### src/sv/dfs_pkg.sv
// Shared constants for the depth-first search block: field widths,
// command codes and parameter defaults. No dependencies.
package dfs_pkg;

   localparam int NODES_DEFAULT       = 16;
   localparam int STACK_DEPTH_DEFAULT = 256;

   localparam int CMD_W   = 1;
   localparam int NODE_W  = 4;
   localparam int NBR_W   = 16;
   localparam int VNODE_W = 4;

   localparam logic [CMD_W-1:0] CMD_LOAD_ROW = 1'b0;
   localparam logic [CMD_W-1:0] CMD_RUN      = 1'b1;

endpackage

### src/sv/dfs_ram.sv
// Generic single-write, single-read RAM with registered read data.
// No dependencies.
module dfs_ram #(
   parameter int WIDTH = 8,
   parameter int DEPTH = 16
) (
   input  logic                     clock,
   input  logic                     wr_en,
   input  logic [$clog2(DEPTH)-1:0] wr_addr,
   input  logic [WIDTH-1:0]         wr_data,
   input  logic [$clog2(DEPTH)-1:0] rd_addr,
   output logic [WIDTH-1:0]         rd_data
);

   logic [WIDTH-1:0] mem [DEPTH];
   logic [WIDTH-1:0] rd_data_ff;

   always_ff @(posedge clock) begin
      if (wr_en) begin
         mem[wr_addr] <= wr_data;
      end
      rd_data_ff <= mem[rd_addr];
   end

   assign rd_data = rd_data_ff;

endmodule

### src/sv/dfs_pick.sv
// Highest-set-bit finder over the pending neighbour mask.
// No dependencies.
module dfs_pick #(
   parameter int NODES = 16
) (
   input  logic [NODES-1:0]         mask,
   output logic                     found,
   output logic [$clog2(NODES)-1:0] index
);

   always_comb begin
      found = 1'b0;
      index = '0;
      for (int i = 0; i < NODES; i++) begin
         if (mask[i]) begin
            found = 1'b1;
            index = ($clog2(NODES))'(i);
         end
      end
   end

endmodule

### src/sv/dfs_graph_traversal.sv
// Top level of the depth-first search engine; uses dfs_pkg, dfs_ram, dfs_pick.
// Holds the control sequencer and the adjacency, stack and visit-order RAMs.
//
// A load request (command 0) writes one adjacency row. A run request
// (command 1) walks the graph from the given node with an explicit stack held
// in RAM, then streams the visited nodes in visit order; the overflow flag on
// every result tells whether any stack push was dropped, so results start only
// after the walk ends. Each pop runs POP and CHECK; a newly visited node then
// runs LOAD to read its adjacency row and SCAN to push its unvisited
// neighbours one at a time. Each result passes through EMIT_RD, EMIT_LD and
// EMIT_OUT, waiting in EMIT_OUT while the output is stalled. Requests are
// stalled for the whole run. Adjacency rows read as zero until written.
module dfs_graph_traversal
   import dfs_pkg::*;
#(
   parameter int NODES       = NODES_DEFAULT,
   parameter int STACK_DEPTH = STACK_DEPTH_DEFAULT
) (
   input  logic               clock,
   input  logic               reset,
   input  logic               req_valid,
   output logic               req_stall,
   input  logic [CMD_W-1:0]   req_command,
   input  logic [NODE_W-1:0]  req_node,
   input  logic [NBR_W-1:0]   req_neighbours,
   output logic               rsp_valid,
   input  logic               rsp_stall,
   output logic [VNODE_W-1:0] rsp_visited_node,
   output logic               rsp_last,
   output logic               rsp_overflow
);

   localparam int NW  = $clog2(NODES);
   localparam int CW  = $clog2(NODES + 1);
   localparam int SAW = $clog2(STACK_DEPTH);
   localparam int SPW = $clog2(STACK_DEPTH + 1);

   typedef enum logic [2:0] {
      ST_IDLE,
      ST_POP,
      ST_CHECK,
      ST_LOAD,
      ST_SCAN,
      ST_EMIT_RD,
      ST_EMIT_LD,
      ST_EMIT_OUT
   } state_type;

   state_type          state_ff, state_in;
   logic [SPW-1:0]     sp_ff, sp_in;
   logic [CW-1:0]      count_ff, count_in;
   logic [NW-1:0]      emit_idx_ff, emit_idx_in;
   logic [NW-1:0]      cur_ff, cur_in;
   logic [NODES-1:0]   visited_ff, visited_in;
   logic [NODES-1:0]   mask_ff, mask_in;
   logic [NODES-1:0]   row_valid_ff, row_valid_in;
   logic               ovf_ff, ovf_in;
   logic               rsp_valid_ff, rsp_valid_in;
   logic [VNODE_W-1:0] rsp_node_ff, rsp_node_in;
   logic               rsp_last_ff, rsp_last_in;
   logic               rsp_ovf_ff, rsp_ovf_in;

   logic               adj_we;
   logic [NW-1:0]      adj_wa;
   logic [NODES-1:0]   adj_wd;
   logic [NODES-1:0]   adj_rd;
   logic               stk_we;
   logic [SAW-1:0]     stk_wa;
   logic [NW-1:0]      stk_wd;
   logic [SAW-1:0]     stk_ra;
   logic [NW-1:0]      stk_rd;
   logic               ord_we;
   logic [NW-1:0]      ord_wa;
   logic [NW-1:0]      ord_rd;
   logic               pick_found;
   logic [NW-1:0]      pick_idx;
   logic               req_take;
   logic               node_ok;

   dfs_ram #(.WIDTH(NODES), .DEPTH(NODES)) u_adj_ram (
      .clock   (clock),
      .wr_en   (adj_we),
      .wr_addr (adj_wa),
      .wr_data (adj_wd),
      .rd_addr (stk_rd),
      .rd_data (adj_rd)
   );

   dfs_ram #(.WIDTH(NW), .DEPTH(STACK_DEPTH)) u_stack_ram (
      .clock   (clock),
      .wr_en   (stk_we),
      .wr_addr (stk_wa),
      .wr_data (stk_wd),
      .rd_addr (stk_ra),
      .rd_data (stk_rd)
   );

   dfs_ram #(.WIDTH(NW), .DEPTH(NODES)) u_order_ram (
      .clock   (clock),
      .wr_en   (ord_we),
      .wr_addr (ord_wa),
      .wr_data (stk_rd),
      .rd_addr (emit_idx_ff),
      .rd_data (ord_rd)
   );

   dfs_pick #(.NODES(NODES)) u_pick (
      .mask  (mask_ff),
      .found (pick_found),
      .index (pick_idx)
   );

   assign req_stall        = (state_ff != ST_IDLE);
   assign req_take         = req_valid && !req_stall;
   assign node_ok          = (32'(req_node) < NODES);
   assign stk_ra           = SAW'(sp_ff - SPW'(1));
   assign ord_wa           = count_ff[NW-1:0];
   assign rsp_valid        = rsp_valid_ff;
   assign rsp_visited_node = rsp_node_ff;
   assign rsp_last         = rsp_last_ff;
   assign rsp_overflow     = rsp_ovf_ff;

   always_comb begin
      state_in     = state_ff;
      sp_in        = sp_ff;
      count_in     = count_ff;
      emit_idx_in  = emit_idx_ff;
      cur_in       = cur_ff;
      visited_in   = visited_ff;
      mask_in      = mask_ff;
      row_valid_in = row_valid_ff;
      ovf_in       = ovf_ff;
      rsp_valid_in = rsp_valid_ff;
      rsp_node_in  = rsp_node_ff;
      rsp_last_in  = rsp_last_ff;
      rsp_ovf_in   = rsp_ovf_ff;
      adj_we       = 1'b0;
      adj_wa       = NW'(req_node);
      adj_wd       = NODES'(req_neighbours);
      stk_we       = 1'b0;
      stk_wa       = '0;
      stk_wd       = NW'(req_node);
      ord_we       = 1'b0;

      unique case (state_ff)
         ST_IDLE: begin
            if (req_take && node_ok) begin
               if (req_command == CMD_LOAD_ROW) begin
                  adj_we               = 1'b1;
                  row_valid_in[adj_wa] = 1'b1;
               end else begin
                  stk_we     = 1'b1;
                  sp_in      = SPW'(1);
                  count_in   = '0;
                  visited_in = '0;
                  ovf_in     = 1'b0;
                  state_in   = ST_POP;
               end
            end
         end
         ST_POP: begin
            if (sp_ff == '0) begin
               emit_idx_in = '0;
               state_in    = ST_EMIT_RD;
            end else begin
               sp_in    = sp_ff - SPW'(1);
               state_in = ST_CHECK;
            end
         end
         ST_CHECK: begin
            if (visited_ff[stk_rd]) begin
               state_in = ST_POP;
            end else begin
               visited_in[stk_rd] = 1'b1;
               ord_we             = 1'b1;
               count_in           = count_ff + CW'(1);
               cur_in             = stk_rd;
               state_in           = ST_LOAD;
            end
         end
         ST_LOAD: begin
            mask_in  = row_valid_ff[cur_ff] ? (adj_rd & ~visited_ff) : '0;
            state_in = ST_SCAN;
         end
         ST_SCAN: begin
            if (!pick_found) begin
               state_in = ST_POP;
            end else begin
               mask_in[pick_idx] = 1'b0;
               if (sp_ff == SPW'(STACK_DEPTH)) begin
                  ovf_in = 1'b1;
               end else begin
                  stk_we = 1'b1;
                  stk_wa = sp_ff[SAW-1:0];
                  stk_wd = pick_idx;
                  sp_in  = sp_ff + SPW'(1);
               end
            end
         end
         ST_EMIT_RD: begin
            state_in = ST_EMIT_LD;
         end
         ST_EMIT_LD: begin
            rsp_valid_in = 1'b1;
            rsp_node_in  = VNODE_W'(ord_rd);
            rsp_last_in  = ((CW'(emit_idx_ff) + CW'(1)) == count_ff);
            rsp_ovf_in   = ovf_ff;
            state_in     = ST_EMIT_OUT;
         end
         ST_EMIT_OUT: begin
            if (!rsp_stall) begin
               rsp_valid_in = 1'b0;
               if (rsp_last_ff) begin
                  state_in = ST_IDLE;
               end else begin
                  emit_idx_in = emit_idx_ff + NW'(1);
                  state_in    = ST_EMIT_RD;
               end
            end
         end
         default: begin
            state_in = ST_IDLE;
         end
      endcase
   end

   always_ff @(posedge clock) begin
      if (reset) begin
         state_ff     <= ST_IDLE;
         sp_ff        <= '0;
         row_valid_ff <= '0;
         rsp_valid_ff <= 1'b0;
      end else begin
         state_ff     <= state_in;
         sp_ff        <= sp_in;
         row_valid_ff <= row_valid_in;
         rsp_valid_ff <= rsp_valid_in;
      end
      count_ff    <= count_in;
      emit_idx_ff <= emit_idx_in;
      cur_ff      <= cur_in;
      visited_ff  <= visited_in;
      mask_ff     <= mask_in;
      ovf_ff      <= ovf_in;
      rsp_node_ff <= rsp_node_in;
      rsp_last_ff <= rsp_last_in;
      rsp_ovf_ff  <= rsp_ovf_in;
   end

endmodule
### config.mk
export PLATFORM = sky130hd
export DESIGN_NAME = dfs_graph_traversal
export DESIGN_NICKNAME = d
export VERILOG_FILES = /design/src/sv/dfs_pkg.sv /design/src/sv/dfs_ram.sv /design/src/sv/dfs_pick.sv /design/src/sv/dfs_graph_traversal.sv
export SDC_FILE = /design/constraint.sdc
export NUM_CORES = 2
export LEC_CHECK = 0
export BUFFER_PORTS_ARGS = -buffer_cell sky130_fd_sc_hd__buf_2
export CAP_MARGIN = 20
export CORE_ASPECT_RATIO = 1.4
export CORE_UTILIZATION = 40
export DETAILED_ROUTE_END_ITERATION = 10
export PLACE_DENSITY = 0.51
export SYNTH_ARGS = -nofsm -noshare
export SYNTH_HDL_FRONTEND = slang
export SYNTH_SLANG_ARGS = --single-unit
### constraint.sdc
create_clock -name clock -period 16.8 [get_ports clock]
set_input_delay 0.84 -clock clock [delete_from_list [all_inputs] [get_ports clock]]
set_output_delay 0.84 -clock clock [all_outputs]
set_load 0.005 [all_outputs]
### Word level (Yosys, flattened, before mapping)

Memories as Yosys holds them, arrays and structs flattened. A register that Yosys moved wholly into a read port is not among the register bits.
Cells that the tools add are included.

* add/sub/neg operators: 5
* multipliers: 0
* divide/modulo/power cells: 0
* order comparisons: 7
* eq/ne operators: 20
* shift-type cells: 0
* muxes and demuxes: 99
* bitwise gates (word level): 8
* reduce and logical (&&, ||, !) cells: 23

Operators by type and width (count)
* $mux W16: 5
* $pmux W16 S2: 2
* $mux W4: 14
* $mux W9: 5
* $mux W1: 42
* $and A16 B16 Y16: 2
* $not A16 Y16: 2
* $or A16 B16 Y16: 2
* $mux W3: 10
* $pmux W9 S3: 1
* $mux W8: 3
* $pmux W3 S8: 1
* $ne A2 B2 Y1 const B: 11
* $lt A4 B5 Y1 const B: 4
* $mux W5: 3
* $demux W1 S4: 3
* $eq A3 B3 Y1 const B: 4
* $ge A4 B1 Y1 const B: 3
* $reduce_and A4 Y1: 3
* $pmux W5 S2: 1
* $reduce_bool A2 Y1: 5
* $add A9 B1 Y9 const B: 1
* $eq A9 B9 Y1 const B: 1
* $logic_not A9 Y1: 1
* 20 further kinds: 33

* flip-flop bits (word level): 81
* latch bits: 0
* RAM bits: 1344
* ROM bits: 0
* output and inout bits: 8
* logic and storage cells: 178
* memories kept: 3

Memories
* u_stack_ram.mem: depth 256, bits a word 4, rd ports 1, clocked after memory_dff 1, write ports 1, RTL line dfs_ram.sv:15 `logic [WIDTH-1:0] mem [DEPTH];`
* u_adj_ram.mem: depth 16, bits a word 16, rd ports 1, clocked after memory_dff 1, write ports 1, RTL line dfs_ram.sv:15
* u_order_ram.mem: depth 16, bits a word 4, rd ports 1, clocked after memory_dff 1, write ports 1, RTL line dfs_ram.sv:15

### Logic depth before layout (Yosys ltp)

* depth in word-level cells: 23
* depth in mapped cells: 14
* depth with buffers taken out: 9

### Hierarchy

A second synthesis with hierarchy kept.

* cell total of the unflattened synthesis: 3094
* area, all modules: 58013.1 um^2

Modules (own cells, without submodules)
* dfs_ram at u_stack_ram: instances 1, cells each 2051, area an instance 40675.3 um^2, sequential area each 30829.6 um^2
* dfs_ram at u_adj_ram: instances 1, cells each 432, area an instance 10043.4 um^2, sequential area each 8007.7 um^2
* dfs_graph_traversal: instances 1, cells each 452, area an instance 4466.8 um^2, sequential area each 2142.1 um^2
* dfs_ram at u_order_ram: instances 1, cells each 130, area an instance 2666.3 um^2, sequential area each 2001.9 um^2
* dfs_pick: instances 1, cells each 29, area an instance 161.4 um^2, sequential area each 0.0 um^2

### Worst setup path after synthesis

No wires, ideal clock.

* kind: register -> register
* start: register mask_ff[12]
* end: memory u_stack_ram.mem[0][0] (netlist name) (data pin)
* arrival time: 11.604 ns
* required time: 14.611 ns
* path slack: 3.008 ns
* cell stages (with the launch flop): 7
* path buffers: 1
* period minus slack after synthesis: 13.792 ns
* path through: edfxtp_1 > nor4_1 > and2_1 > nand4_1 > and3_1 > clkbuf_1 > o21ai_0

* cells in the longest elaborated chain, start to end: 7

RTL lines
* start, declared: RTL line dfs_graph_traversal.sv:55 `logic [NODES-1:0] mask_ff, mask_in;`
* start signal, assigned: RTL line dfs_graph_traversal.sv:243 `mask_ff <= mask_in;`
* $mux W4 (4 in a row): RTL line dfs_pick.sv:15 `if (mask[i]) begin`
* $mux W4: RTL line dfs_graph_traversal.sv:190 `if (sp_ff == SPW'(STACK_DEPTH)) begin`
* $mux W4 *: RTL line dfs_graph_traversal.sv:186 `if (!pick_found) begin`
* $mux W4 *: RTL line dfs_graph_traversal.sv:145 `unique case (state_ff)`
* via stk_wd[0]: RTL line dfs_graph_traversal.sv:69 `logic [NW-1:0] stk_wd;`
* end, declared: RTL line dfs_ram.sv:15

Mark *: on every way through the listed nets, which the timed path passes. The rest lies on a longest branch.

### Final worst setup path

* start: register sp_ff[0]
* end: register u_stack_ram.rd_data_ff[1] (netlist: u_stack_ram.rd_data[1]) (read register of u_stack_ram.mem)

* cells in the longest elaborated chain, start to end: 1

RTL lines
* start, declared: RTL line dfs_graph_traversal.sv:50 `logic [SPW-1:0] sp_ff, sp_in;`
* start signal, assigned: RTL line dfs_graph_traversal.sv:235 `sp_ff <= sp_in;`
* $sub A9 B1 Y9
* end, declared: RTL line dfs_ram.sv:16 `logic [WIDTH-1:0] rd_data_ff;`

No other way between the ends.
A chain may end at the register's enable or synchronous reset.

==> results by group <==
Cells and area
  • # nets final: 2911
  • Most frequent cells in the layout: edfxtp_1 (1396), mux4_2 (418), nor2_1 (352)
  • Fillers: 12100
  • Post-route cell area: 64400 µm²
  • Non-Filler Instances: 4902
  • Share of layout cells above drive strength 1: 25.3%
  • Synthesis-to-layout area growth: 12.3%
  • Most common cell after layout, fill and taps aside: edfxtp_1

Die
  • Die W: 322 µm
  • Chip height: 450 µm
  • Die area: 145000 µm²
  • Core area: 142000 µm²
  • # rows: 164
  • # IOs: 33
  • Initial Util: 40.3%

Clock network
  • Resize count post-CTS: 0
  • Cts bufs inserted: 141
  • Worst-path clk slew: 0.06 ns
  • Clk Tree Root Cell: clkbuf_16
  • Worst skew pair latency: 0.78 ns
  • CTS Hold Bufs: 0
  • Clk sink count: 1449
  • Postcts setup bufs: 0
  • Clk buf depth: 3
  • H-Tree Depth: 4
  • CTS tree: done

Synth
  • Yosys Warn Count: 0
  • Synth area leaders: edfxtp_1 (73%), mux4_2 (16%), nor2_1 (2.4%), dfxtp_1 (1.9%), mux2i_1 (0.77%)
  • Register bit total from synthesis: 1449
  • Synthesized area: 57300 µm²
  • Synth area leader: edfxtp_1
  • Gate Count Post-Synth: 2826
  • Share of Yosys cell area claimed by the top area cell type: 73.1%
  • Fraction of registers with async set/reset: 0%
  • Synth Area per Inst: 20.3 µm²
  • Syn nets: 2859
  • EDFF count, synth: 1396
  • Library cells used by synthesis: 57
  • Post-synthesis sequential area ratio: 75.0%
  • Ys flop type: edfxtp_1

Timing
  • RSZ-0062 raised after global routing: no
  • Clock skew: 0.0234 ns
  • Hold Worst Slack: 0.403 ns
  • Peak Freq: 178 MHz
  • Crit share post-route: 33.4%
  • Fin. Hold Viols: 0
  • Min Clock Period, post-route: 5.61 ns
  • Total Neg Setup Slack: 0 ns
  • Slew Limit Headroom: 13.9%
  • Slew Viols, Final: 0
  • Actual slew at the worst max-slew pin: 1.29 ns
  • Count of final setup violators: 0

GRT
  • Global-route wire length before repair: 201000 µm
  • Grt ovf: 0
  • Initial antenna violation count: 6
  • Overall routing resource usage: 19.3%
  • Largest net degree at the start of global routing: 257
  • Number of global-route vias before repair: 29500

Critical path
  • Worst Path Required: 17.39 ns
  • Critical path depth: 9
  • Slowest CP cell: dfxtp_4
  • CP peak stage delay: 0.84 ns
  • Buf+Inv Stages, Crit Path: 2
  • Kind of critical path: flip-flop to flip-flop
  • CP startpoint kind: flip-flop
  • CP Capture Type: flip-flop
  • Crit path max fanout: 164
  • Top delay family on crit path: multiplexers
  • Cells on worst reg2reg path: 9
  • CP arrival: 6.20 ns
  • Critical-path cell list: inv_1 -> ha_4 -> buf_12 -> mux4_2 -> mux4_2 -> mux2i_1 -> mux2i_1 -> a22oi_1 -> o221ai_1

Placement
  • RD Place Congestion: 0.820
  • Post-Place Cells: 4643
  • Number of port buffers: 32
  • Cell Area, Placed: 59800 µm²
  • Final HPWL DP: 81200 µm

Status
  • Status: complete, no violations

Hold path
  • HP Class: flip-flop to flip-flop
  • Hold depth: 0

Drt
  • Vias: 27100
  • 1st-pass router iterations: 5
  • Number of remaining DRC errors: 0
  • Detailed Route Iter0 Violations: 2045
  • Routed WL: 136000 µm
  • Vias per inst: 5.53
  • Final antenna-violating net count: 0
  • WL/cell: 27.8 µm

Run
  • Max-capacitance violation count: 0

Power and ir drop
  • Peak VDD IR: 0.000178 V
  • Power, Total: 11.1 mW
  • Pwr dens: 172 nW/µm²
  • Leakage dissipation: 19.5 nW
==> worst paths after layout <==
check | startpoint | end | slack, ns
max | sp_ff[0] | u_stack_ram.rd_data[1] | 11.19
min | u_order_ram.rd_data[0] | rsp_visited_node[0] | 0.40
max reg2reg | sp_ff[0] | u_stack_ram.rd_data[1] | 11.19
min reg2reg | u_order_ram.rd_data[0] | rsp_visited_node[0] | 0.40
==> Yosys cell counts, types with 9 or more instances <==
cell	count
edfxtp_1	1396
nor2_1	364
dfxtp_1	53
o21ai_0	35
buf_2	62
mux2i_1	44
nor3b_1	9
nand3_1	18
mux2_2	12
inv_1	13
nor4_1	9
clkbuf_1	76
nand2_1	79
nor3_1	20
buf_1	10
mux4_2	418
a21oi_1	33
buf_4	18
nor2b_1	17
nand3b_1	9
a22oi_1	9
==> final cells by class <==
cell class	count	area (µm²)	area share [%]
antenna	1	2.50	0.00389
clock buffer	167	3730	5.79
clock inverter	90	857	1.33
inverter	13	48.8	0.0758
multi-input combinational	1196	13800	21.4
sequential	1449	43000	66.8
tap	1909	2390	3.71
timing repair buffer	77	598	0.929
==> cells by family after synthesis <==
family	after synthesis	synth area share, %
xor gates and xnor gates	15	0.229
and+or+nand+nor	555	4.11
muxes	474	17.4
AOI/OAI and AO/OA	144	1.65
buffers and inverters	181	1.45
DFF	1449	75.0
adders and majority gates	8	0.175
==> sequential cells by signal, summed over array words and instances, names as in the netlist, 5 cells and up <==
register           cells
u_stack_ram.mem     1024
u_adj_ram.mem        256
u_order_ram.mem       64
mask_ff               16
row_valid_ff          16
u_adj_ram.rd_data     16
visited_ff            16
sp_ff                  9
count_ff               5
==> worst reg2reg max path: cells and delay by family, from the launching register on <==
family                     cells  cell delay (ns)
buffers and inverters          2             1.09
adders and majority gates      1             0.73
DFF                            1             0.84
AOI/OAI and AO/OA              2             1.03
muxes                          4             1.75
==> through the flow <==
| stage | setup slack (ns) | util (%) |
|---|---|---|
| after detailed placement | 11.14 | 42.0 |
| after global placement | 11.21 | 41.9 |
| after CTS | 11.12 | 45.2 |
| after global routing | 10.70 | 45.2 |
| final | 11.19 | 45.2 |
| after floorplan | 3.01 | - |
==> metal layers <==
layer	GRT usage [%]	up-vias	wire (µm)
li1	-	11700	-
met5	0	-	46
met4	5.82	10	3710
met1	22.8	14500	51400
met2	35.5	741	75100
met3	3.27	207	5890
==> report_power, final <==
group	switching, mW	total [mW]	internal, mW
clock	1.36	3.15	1.80
combinational	1.95	3.48	1.52
sequential	0.135	4.43	4.30
total	3.45	11.1	7.62
No activity file was read; power rests on OpenSTA's default activity.
